--- src/tether_winch_step_planner_macros.svh ---
// Assertion macros for the tether winch step planner.
// Included by the files that carry concurrent assertions; no other dependencies.
`ifndef TETHER_WINCH_STEP_PLANNER_MACROS_SVH
`define TETHER_WINCH_STEP_PLANNER_MACROS_SVH

`ifndef SYNTHESIS

// Same-cycle implication, disabled while reset is low.
`define TWSP_ASSERT_IMP(lbl, clk, rstn, ante, cons) \
    lbl: assert property (@(posedge clk) disable iff (!rstn) (ante) |-> (cons)) \
        else $error("implication check failed");

// Next-cycle implication, disabled while reset is low.
`define TWSP_ASSERT_NXT(lbl, clk, rstn, ante, cons) \
    lbl: assert property (@(posedge clk) disable iff (!rstn) (ante) |=> (cons)) \
        else $error("next-cycle check failed");

`else

`define TWSP_ASSERT_IMP(lbl, clk, rstn, ante, cons)
`define TWSP_ASSERT_NXT(lbl, clk, rstn, ante, cons)

`endif

`endif

--- src/twsp_pkg.sv ---
// Shared types and constants for the tether winch step planner.
// No dependencies; imported by twsp_isqrt, tether_winch_step_planner and tb_top.
`timescale 1ns / 1ps
`default_nettype none

package twsp_pkg;

    // coordinate width (signed millimetres)
    localparam int COORD_BITS = 21;

    // magnitude of a coordinate difference needs one more bit
    localparam int OP_W   = COORD_BITS + 1;
    localparam int PROD_W = 2 * OP_W;
    // sum of three squares
    localparam int SQ_W   = PROD_W + 2;
    localparam int ROOT_W = SQ_W / 2;
    localparam int REM_W  = ROOT_W + 3;
    localparam int ITER_W = $clog2(ROOT_W + 1);

    localparam int LENGTH_W = 22;
    localparam logic [LENGTH_W-1:0] LENGTH_MAX = {LENGTH_W{1'b1}};

    localparam int SLACK_W = 16;
    localparam logic [SLACK_W-1:0] SLACK_RESET = 16'd300;

    // square/accumulate sequence: 6 issues, then the pipeline drains
    localparam int CNT_W = 3;
    localparam logic [CNT_W-1:0] TERMS   = 3'd3;
    localparam logic [CNT_W-1:0] ISSUES  = 3'd6;
    localparam logic [CNT_W-1:0] ACC_NEW = 3'd5;
    localparam logic [CNT_W-1:0] SQ_LAST = 3'd7;

    localparam logic [1:0] AXIS_X = 2'd0;
    localparam logic [1:0] AXIS_Y = 2'd1;

    localparam logic CMD_TAKEOFF  = 1'b0;
    localparam logic CMD_POSITION = 1'b1;

    localparam logic DIR_PAY_OUT = 1'b0;
    localparam logic DIR_REEL_IN = 1'b1;

    typedef enum logic [2:0] {
        ST_IDLE,
        ST_SQUARE,
        ST_ROOT_GO,
        ST_ROOT_WAIT,
        ST_EMIT
    } twsp_state_t;

endpackage

`default_nettype wire

--- src/twsp_isqrt.sv ---
// Bit-serial integer square root, one root bit per cycle (truncated result).
// Depends on twsp_pkg for widths.
`timescale 1ns / 1ps
`default_nettype none

module twsp_isqrt
    import twsp_pkg::*;
(
    input  wire logic              clk,
    input  wire logic              rst_n,
    input  wire logic              start,
    input  wire logic [SQ_W-1:0]   radicand,
    output logic                   busy,
    output logic                   done,
    output logic [ROOT_W-1:0]      root
);

    logic [ITER_W-1:0] cnt_reg;
    logic              done_reg;
    logic [SQ_W-1:0]   rad_reg;
    logic [REM_W-1:0]  rem_reg;
    logic [ROOT_W-1:0] root_reg;

    logic [REM_W-1:0]  rem_shift;
    logic [REM_W-1:0]  trial;
    logic              take;

    // bring down the next two radicand bits, try appending a one
    assign rem_shift = {rem_reg[REM_W-3:0], rad_reg[SQ_W-1 -: 2]};
    assign trial     = REM_W'({root_reg, 2'b01});
    assign take      = (rem_shift >= trial);

    always_ff @(posedge clk or negedge rst_n)
    begin
        if (!rst_n)
        begin
            cnt_reg  <= '0;
            done_reg <= 1'b0;
        end
        else
        begin
            done_reg <= (cnt_reg == ITER_W'(1));
            if (start)
                cnt_reg <= ITER_W'(ROOT_W);
            else if (cnt_reg != '0)
                cnt_reg <= cnt_reg - ITER_W'(1);
        end
    end

    always_ff @(posedge clk)
    begin
        if (start)
        begin
            rad_reg  <= radicand;
            rem_reg  <= '0;
            root_reg <= '0;
        end
        else if (cnt_reg != '0)
        begin
            rad_reg  <= {rad_reg[SQ_W-3:0], 2'b00};
            rem_reg  <= take ? (rem_shift - trial) : rem_shift;
            root_reg <= {root_reg[ROOT_W-2:0], take};
        end
    end

    assign busy = (cnt_reg != '0);
    assign done = done_reg;
    assign root = root_reg;

endmodule

`default_nettype wire

--- src/tether_winch_step_planner.sv ---
// Tether winch step planner top level: sequencer, shared multiplier, output register.
// Depends on twsp_pkg, twsp_isqrt and tether_winch_step_planner_macros.svh.
//
// Usage:
//   Input channel (in_valid/in_stall): command plus a signed x/y/z position in mm.
//   A transfer happens on a clock edge with in_valid high and in_stall low.
//   Output channel (out_valid/out_stall): direction and length_mm of one winch move.
//   Config channel (cfg_valid/cfg_ready/cfg_data): slack length, always ready;
//   write it only while the block is idle.
//   Before takeoff, position reports are dropped; a dropped item leaves the block idle.
//   The first takeoff yields one pay-out move of the slack length: it passes through
//   ST_EMIT into the output register, where out_valid rises. Later takeoffs are dropped.
//   After takeoff, a position report keeps in_stall high while it passes through
//   the single shared 22x22 multiplier (six squares, pipelined, into two
//   accumulators), a compare, the 23 steps of the bit-serial square-root unit and
//   its done flag, and the load of the output register. out_valid rises as in_stall
//   drops, so the block takes no new report until the last one is through; the
//   root unit takes most of that time.
//   A result waiting on out_stall holds in the output register; the block accepts
//   the next item once that register has taken the result.
//   Reset: slack = 300 mm, last position = origin, not airborne, output empty.
`timescale 1ns / 1ps
`default_nettype none
`include "tether_winch_step_planner_macros.svh"

module tether_winch_step_planner
    import twsp_pkg::*;
(
    input  wire logic                         clk,
    input  wire logic                         rst_n,

    input  wire logic                         in_valid,
    output logic                              in_stall,
    input  wire logic                         command,
    input  wire logic signed [COORD_BITS-1:0] pos_x_mm,
    input  wire logic signed [COORD_BITS-1:0] pos_y_mm,
    input  wire logic signed [COORD_BITS-1:0] pos_z_mm,

    output logic                              out_valid,
    input  wire logic                         out_stall,
    output logic                              direction,
    output logic [LENGTH_W-1:0]               length_mm,

    input  wire logic                         cfg_valid,
    output logic                              cfg_ready,
    input  wire logic [SLACK_W-1:0]           cfg_data
);

    // magnitude of a signed operand
    function automatic logic [OP_W-1:0] mag(input logic signed [OP_W-1:0] v);
        mag = v[OP_W-1] ? (~v + OP_W'(1)) : v;
    endfunction

    twsp_state_t state_reg, state_next;

    logic [CNT_W-1:0]              cnt_reg;
    logic                          airborne_reg;
    logic [SLACK_W-1:0]            slack_reg;

    logic signed [COORD_BITS-1:0]  cur_x_reg, cur_y_reg, cur_z_reg;
    logic signed [COORD_BITS-1:0]  last_x_reg, last_y_reg, last_z_reg;
    logic [SQ_W-1:0]               last_sq_reg;
    logic [SQ_W-1:0]               new_acc_reg;
    logic [SQ_W-1:0]               step_acc_reg;
    logic [OP_W-1:0]               op_reg;
    logic [PROD_W-1:0]             prod_reg;
    logic                          dir_reg;
    logic [LENGTH_W-1:0]           len_hold_reg;

    logic                          out_valid_reg;
    logic                          out_dir_reg;
    logic [LENGTH_W-1:0]           out_len_reg;

    // control strobes from the FSM, the root unit and the handshakes
    logic in_accept;
    logic take_off;
    logic start_pos;
    logic root_start;
    logic root_busy;
    logic root_done;
    logic emit_load;
    logic out_free;

    logic [ROOT_W-1:0]   root_val;
    logic [1:0]          axis;
    logic signed [COORD_BITS-1:0] sel_cur, sel_last;
    logic signed [OP_W-1:0]       sel_diff;
    logic [OP_W-1:0]     op_c;
    logic [PROD_W-1:0]   prod_c;
    logic [LENGTH_W-1:0] root_sat;

    assign in_accept = in_valid && !in_stall;
    assign out_free  = !out_valid_reg || !out_stall;
    assign in_stall  = (state_reg != ST_IDLE);
    assign cfg_ready = 1'b1;

    // FSM state register
    always_ff @(posedge clk or negedge rst_n)
    begin
        if (!rst_n)
            state_reg <= ST_IDLE;
        else
            state_reg <= state_next;
    end

    // FSM next state and strobes
    always_comb
    begin
        state_next = state_reg;
        take_off   = 1'b0;
        start_pos  = 1'b0;
        root_start = 1'b0;
        emit_load  = 1'b0;
        unique case (state_reg)
            ST_IDLE:
            begin
                if (in_accept)
                begin
                    if (!airborne_reg && command == CMD_TAKEOFF)
                    begin
                        take_off   = 1'b1;
                        state_next = ST_EMIT;
                    end
                    else if (airborne_reg && command == CMD_POSITION)
                    begin
                        start_pos  = 1'b1;
                        state_next = ST_SQUARE;
                    end
                end
            end
            ST_SQUARE:
            begin
                if (cnt_reg == SQ_LAST)
                    state_next = ST_ROOT_GO;
            end
            ST_ROOT_GO:
            begin
                root_start = 1'b1;
                state_next = ST_ROOT_WAIT;
            end
            ST_ROOT_WAIT:
            begin
                if (root_done)
                    state_next = ST_EMIT;
            end
            ST_EMIT:
            begin
                if (out_free)
                begin
                    emit_load  = 1'b1;
                    state_next = ST_IDLE;
                end
            end
            default:
            begin
                state_next = ST_IDLE;
            end
        endcase
    end

    // control state
    always_ff @(posedge clk or negedge rst_n)
    begin
        if (!rst_n)
        begin
            cnt_reg       <= '0;
            airborne_reg  <= 1'b0;
            slack_reg     <= SLACK_RESET;
            last_x_reg    <= '0;
            last_y_reg    <= '0;
            last_z_reg    <= '0;
            last_sq_reg   <= '0;
            out_valid_reg <= 1'b0;
        end
        else
        begin
            if (cfg_valid && cfg_ready)
                slack_reg <= cfg_data;
            if (take_off)
                airborne_reg <= 1'b1;

            if (start_pos)
                cnt_reg <= '0;
            else if (state_reg == ST_SQUARE)
                cnt_reg <= cnt_reg + CNT_W'(1);

            // new position becomes the reference once its squares are done
            if (root_start)
            begin
                last_x_reg  <= cur_x_reg;
                last_y_reg  <= cur_y_reg;
                last_z_reg  <= cur_z_reg;
                last_sq_reg <= new_acc_reg;
            end

            if (emit_load)
                out_valid_reg <= 1'b1;
            else if (!out_stall)
                out_valid_reg <= 1'b0;
        end
    end

    // operand select: terms 0..2 are the new coordinates, 3..5 the step
    always_comb
    begin
        axis = (cnt_reg < TERMS) ? cnt_reg[1:0] : 2'(cnt_reg - TERMS);
        if (axis == AXIS_X)
        begin
            sel_cur  = cur_x_reg;
            sel_last = last_x_reg;
        end
        else if (axis == AXIS_Y)
        begin
            sel_cur  = cur_y_reg;
            sel_last = last_y_reg;
        end
        else
        begin
            sel_cur  = cur_z_reg;
            sel_last = last_z_reg;
        end
        sel_diff = OP_W'(sel_cur) - OP_W'(sel_last);
        op_c     = (cnt_reg < TERMS) ? mag(OP_W'(sel_cur)) : mag(sel_diff);
    end

    // the one shared multiplier
    assign prod_c = op_reg * op_reg;

    // truncate to the length field, saturating
    assign root_sat = ((ROOT_W + LENGTH_W)'(root_val) > (ROOT_W + LENGTH_W)'(LENGTH_MAX))
                      ? LENGTH_MAX : LENGTH_W'(root_val);

    // datapath
    always_ff @(posedge clk)
    begin
        if (start_pos)
        begin
            cur_x_reg    <= pos_x_mm;
            cur_y_reg    <= pos_y_mm;
            cur_z_reg    <= pos_z_mm;
            new_acc_reg  <= '0;
            step_acc_reg <= '0;
        end
        else if (state_reg == ST_SQUARE)
        begin
            if (cnt_reg < ISSUES)
                op_reg <= op_c;
            if (cnt_reg != '0 && cnt_reg <= ISSUES)
                prod_reg <= prod_c;
            // product of term cnt-2 lands here
            if (cnt_reg >= CNT_W'(2))
            begin
                if (cnt_reg < ACC_NEW)
                    new_acc_reg <= new_acc_reg + SQ_W'(prod_reg);
                else
                    step_acc_reg <= step_acc_reg + SQ_W'(prod_reg);
            end
        end

        if (take_off)
        begin
            dir_reg      <= DIR_PAY_OUT;
            len_hold_reg <= LENGTH_W'(slack_reg);
        end
        else if (root_start)
            dir_reg <= (new_acc_reg > last_sq_reg) ? DIR_PAY_OUT : DIR_REEL_IN;
        else if (state_reg == ST_ROOT_WAIT && root_done)
            len_hold_reg <= root_sat;

        if (emit_load)
        begin
            out_dir_reg <= dir_reg;
            out_len_reg <= len_hold_reg;
        end
    end

    twsp_isqrt u_isqrt (
        .clk      (clk),
        .rst_n    (rst_n),
        .start    (root_start),
        .radicand (step_acc_reg),
        .busy     (root_busy),
        .done     (root_done),
        .root     (root_val)
    );

    assign out_valid = out_valid_reg;
    assign direction = out_dir_reg;
    assign length_mm = out_len_reg;

    // checks
    `TWSP_ASSERT_NXT(a_airborne_sticks, clk, rst_n, airborne_reg, airborne_reg)
    `TWSP_ASSERT_IMP(a_root_running, clk, rst_n, state_reg == ST_ROOT_WAIT, root_busy || root_done)
    `TWSP_ASSERT_NXT(a_takeoff_emits, clk, rst_n, take_off, state_reg == ST_EMIT && airborne_reg)

endmodule

`default_nettype wire

--- config.mk ---
export PLATFORM = sky130hd
export DESIGN_NAME = tether_winch_step_planner
export DESIGN_NICKNAME = d
export VERILOG_FILES = /design/src/twsp_pkg.sv /design/src/twsp_isqrt.sv /design/src/tether_winch_step_planner.sv
export VERILOG_INCLUDE_DIRS = /design/src /design/src/src
export SDC_FILE = /design/constraint.sdc
export NUM_CORES = 2
export LEC_CHECK = 0
export BUFFER_PORTS_ARGS = -buffer_cell sky130_fd_sc_hd__buf_2
export CAP_MARGIN = 0
export CORE_UTILIZATION = 58
export CTS_CLUSTER_DIAMETER = 60
export DETAILED_ROUTE_END_ITERATION = 6
export GPL_TIMING_DRIVEN = 0
export PLACE_DENSITY = 0.88
export RECOVER_POWER = 50
export SYNTH_ARGS = -nofsm -noshare
export SYNTH_HDL_FRONTEND = slang
export SYNTH_SLANG_ARGS = --single-unit
--- constraint.sdc ---
create_clock -name clk -period 6.45 [get_ports clk]
set_input_delay 1.935 -clock clk [delete_from_list [all_inputs] [get_ports clk]]
set_output_delay 1.935 -clock clk [all_outputs]
set_load 0.1 [all_outputs]
==> reports/metrics.csv <==
stage,metric,value,unit
outcome,status,"complete, but fails checks",
outcome,failing checks,"DRC, capacitance limit, slew limit, setup timing",
sta,relative slew slack,-1.55,
place,post-placement cell count,5658,
sta,RSZ-0062 raised after global routing,yes,
worst_hold_path,Hold WC Path Type,flip-flop to flip-flop,
clock_network,cts-stage hold buffer count,0,
setup_path,CP required,6.81,ns
layout,Final Cell Area,47900,um2
floorplanning,core area,71400,um2
sta,Fmax,0.115,GHz
yosys,dominant cells by area after synthesis,"fa_1, edfxtp_1, ha_1",
place,post-placement setup slack,-1.50,ns
setup_path,Worst R2R Setup Slack,-2.25,ns
worst_hold_path,WHS Endpoint,length_mm[6]$_DFFE_PP_,
sta,Tmin final,8.70,ns
setup_path,most frequent CP cell,fa_1,
layout,Post-Layout Cell Count,5897,
setup_path,R2R Path Start,op_reg[18]$_DFFE_PP_,
clock_network,Clock Pin Slew Worst Setup and Hold Paths,0.06,ns
grt,largest net degree at the start of global routing,76,
setup_path,CP max stage delay,0.77,ns
worst_hold_path,HP Start,len_hold_reg[6]$_DFFE_PP_,
clock_network,htree depth,2,
yosys,Yosys top cell by area,fa_1,
yosys,Yosys reg bits,498,
floorplanning,Die H,271,um
yosys,Post-synth ARST share,0.279,
yosys,count of cell types in the netlist,100,
detailed_routing,routed via count,37600,
floorplanning,Die X,271,um
layout,share of layout cells above drive strength 1,0.132,
detailed_routing,DR vias/cell,6.37,
detailed_routing,Starting DRT DRC Count,4965,
floorplanning,Die Footprint,73200,um2
sta,skew final,0.0266,ns
clock_network,CTS tree,yes,
yosys,syn_area_per_cell,9.11,um2
setup_path,peak fanout along the critical path,10,
sta,fin. max-slew vios,241,
run,max cap viols,5,
sta,Setup WS post-layout,-2.25,ns
setup_path,WS Path Type,flip-flop to flip-flop,
sta,Slew @ Worst Pin,3.82,ns
setup_path,CP Launch Type,flip-flop,
yosys,ys flop type,edfxtp_1,
setup_path,Critical Path AT,9.06,ns
floorplanning,Initial Util,0.586,
detailed_routing,Antenna Nets Post-Route,0,
yosys,Synth Net Count,5384,
grt,Overflow after GRT,0,
grt,initial antenna violation count,2,
yosys,synthesized cell area,41800,um2
layout,most frequent cells in the layout,"nand2_1, inv_1, ha_1",
detailed_routing,post-DR wirelength/cell,22.7,um
setup_path,critical path's top delay family,adder cells,
yosys,Mapped Cells,4593,
clock_network,clock sinks,498,
clock_network,Num CTS Buffers,54,
place,PortBufs,108,
setup_path,RR Endpoint,prod_reg[42]$_DFFE_PP_,
layout,Final nets,5690,
layout,"leading cell type in the layout, fill and taps excluded",nand2_1,
grt,first-pass GRT wire length,189,mm
yosys,sequential area share after synthesis,0.306,
detailed_routing,Initial DRT Pass Iterations,7,
layout,"Core Util, Final",0.671,
sta,period utilization,1.35,
place,GPL Wtd Cong,0.961,
setup_path,Worst Setup End Kind,flip-flop,
yosys,yosys warns,0,
yosys,"EDFF count, synth",213,
place,HPWL after detailed placement,86.9,mm
setup_path,Worst R2R Path Depth,27,
floorplanning,Ports,111,
yosys,top-area cell type share of the netlist area,0.167,
detailed_routing,detailed-route wire length,134,mm
grt,vias in the first global route,36000,
setup_path,worst-path cell with the longest stage delay,o211ai_1,
clock_network,Bufs on Longest Clock Path,3,
layout,Area growth syn-to-layout,14.5,%
grt,Tot GR Track Use,0.323,
setup_path,Crit path buffers/inverters,7,
clock_network,root buf cell,clkbuf_16,
clock_network,Clock Latency Late Sink,0.64,ns
floorplanning,Cell Rows,98,
sta,"Hold Vio Cnt, Final",0,
sta,Final setup viols,35,
detailed_routing,DRC errors left,28,
place,placed cell areas,44000,um2
worst_hold_path,hold path cells,0,
routing by layer:
layer	routed length, um	up-vias	track usage
li1	-	16000	-
met1	46700	17800	0.408
met4	10100	2	0.146
met3	17300	916	0.0737
met2	59800	2868	0.529
met5	56	-	0
how the worst max path moves through the flow:
| stage | start | slack (ns) | endpoint | cells after the start |
|---|---|---|---|---|
| after global placement | op_reg[7]$_DFFE_PP_ | -1.37 | prod_reg[43]$_DFFE_PP_ | 24 |
| after CTS | op_reg[4]$_DFFE_PP_ | -0.86 | prod_reg[43]$_DFFE_PP_ | 27 |
| after floorplan | op_reg[10]$_DFFE_PP_ | -0.38 | prod_reg[43]$_DFFE_PP_ | 25 |
| final | op_reg[18]$_DFFE_PP_ | -2.25 | prod_reg[42]$_DFFE_PP_ | 27 |
| after detailed placement | op_reg[7]$_DFFE_PP_ | -1.50 | prod_reg[43]$_DFFE_PP_ | 26 |
| after global routing | op_reg[18]$_DFFE_PP_ | -2.15 | prod_reg[42]$_DFFE_PP_ | 27 |
cells by family (layout without fill, tap and decap cells):
kind of cell,after synthesis,after routing,synth area share
AND/OR/NAND/NOR,1370,1370,0.146
multiplexers,36,36,0.00921
other,1,4,0.0000897
XOR/XNOR,199,199,0.0419
buffers and inverters,810,1161,0.0738
flip-flops,498,498,0.306
AO/OA/AOI/OAI,972,972,0.149
adder cells (fa/ha/maj),707,707,0.274
timing repair:
action	4_1_cts	5_1_grt
buffers inserted	86	59
gates resized for setup	158	173
cloned	0	0
hold endpoints to repair	0	0
pin swaps	79	117
setup endpoints to repair	51	40
layout make-up:
type	count	area, um2
Timing Repair Buffer	257	1760
Fill cell	4939	23500
Buffer	184	1060
Antenna cell	3	7.51
Inverter	619	2340
Multi-Input combinational cell	3285	26900
Sequential cell	498	12800
Clock inverter	20	176
Tap cell	950	1190
Clock buffer	81	1650
metrics by stage:
step                      hold WS [ns]  setup TNS, ns
after floorplan                  0.400          -1.61
after global placement           0.401         -31.46
after detailed placement         0.405         -39.80
after CTS                        0.420         -11.24
after global routing             0.420         -72.10
final                            0.418         -38.49
synthesized netlist by cell type (25+ instances only):
cell type	count
a221oi_1	36
nand2_1	809
and2_1	109
inv_1	617
a21o_1	121
ha_1	358
nand4_1	30
dfxtp_1	146
a21oi_1	300
o21bai_1	25
nor2_1	169
xor2_1	82
nand3_1	46
o21a_1	28
a31oi_1	50
and3_1	38
edfxtp_1	213
a211oi_1	37
o21ai_0	191
xnor2_1	116
fa_1	348
dfrtp_1	135
nor3_1	39
nor2b_1	32
clkbuf_1	179
Power is left out: the tool's default activity adds up to more than one toggle a clock period on the data nets, which glitch-free logic cannot reach.
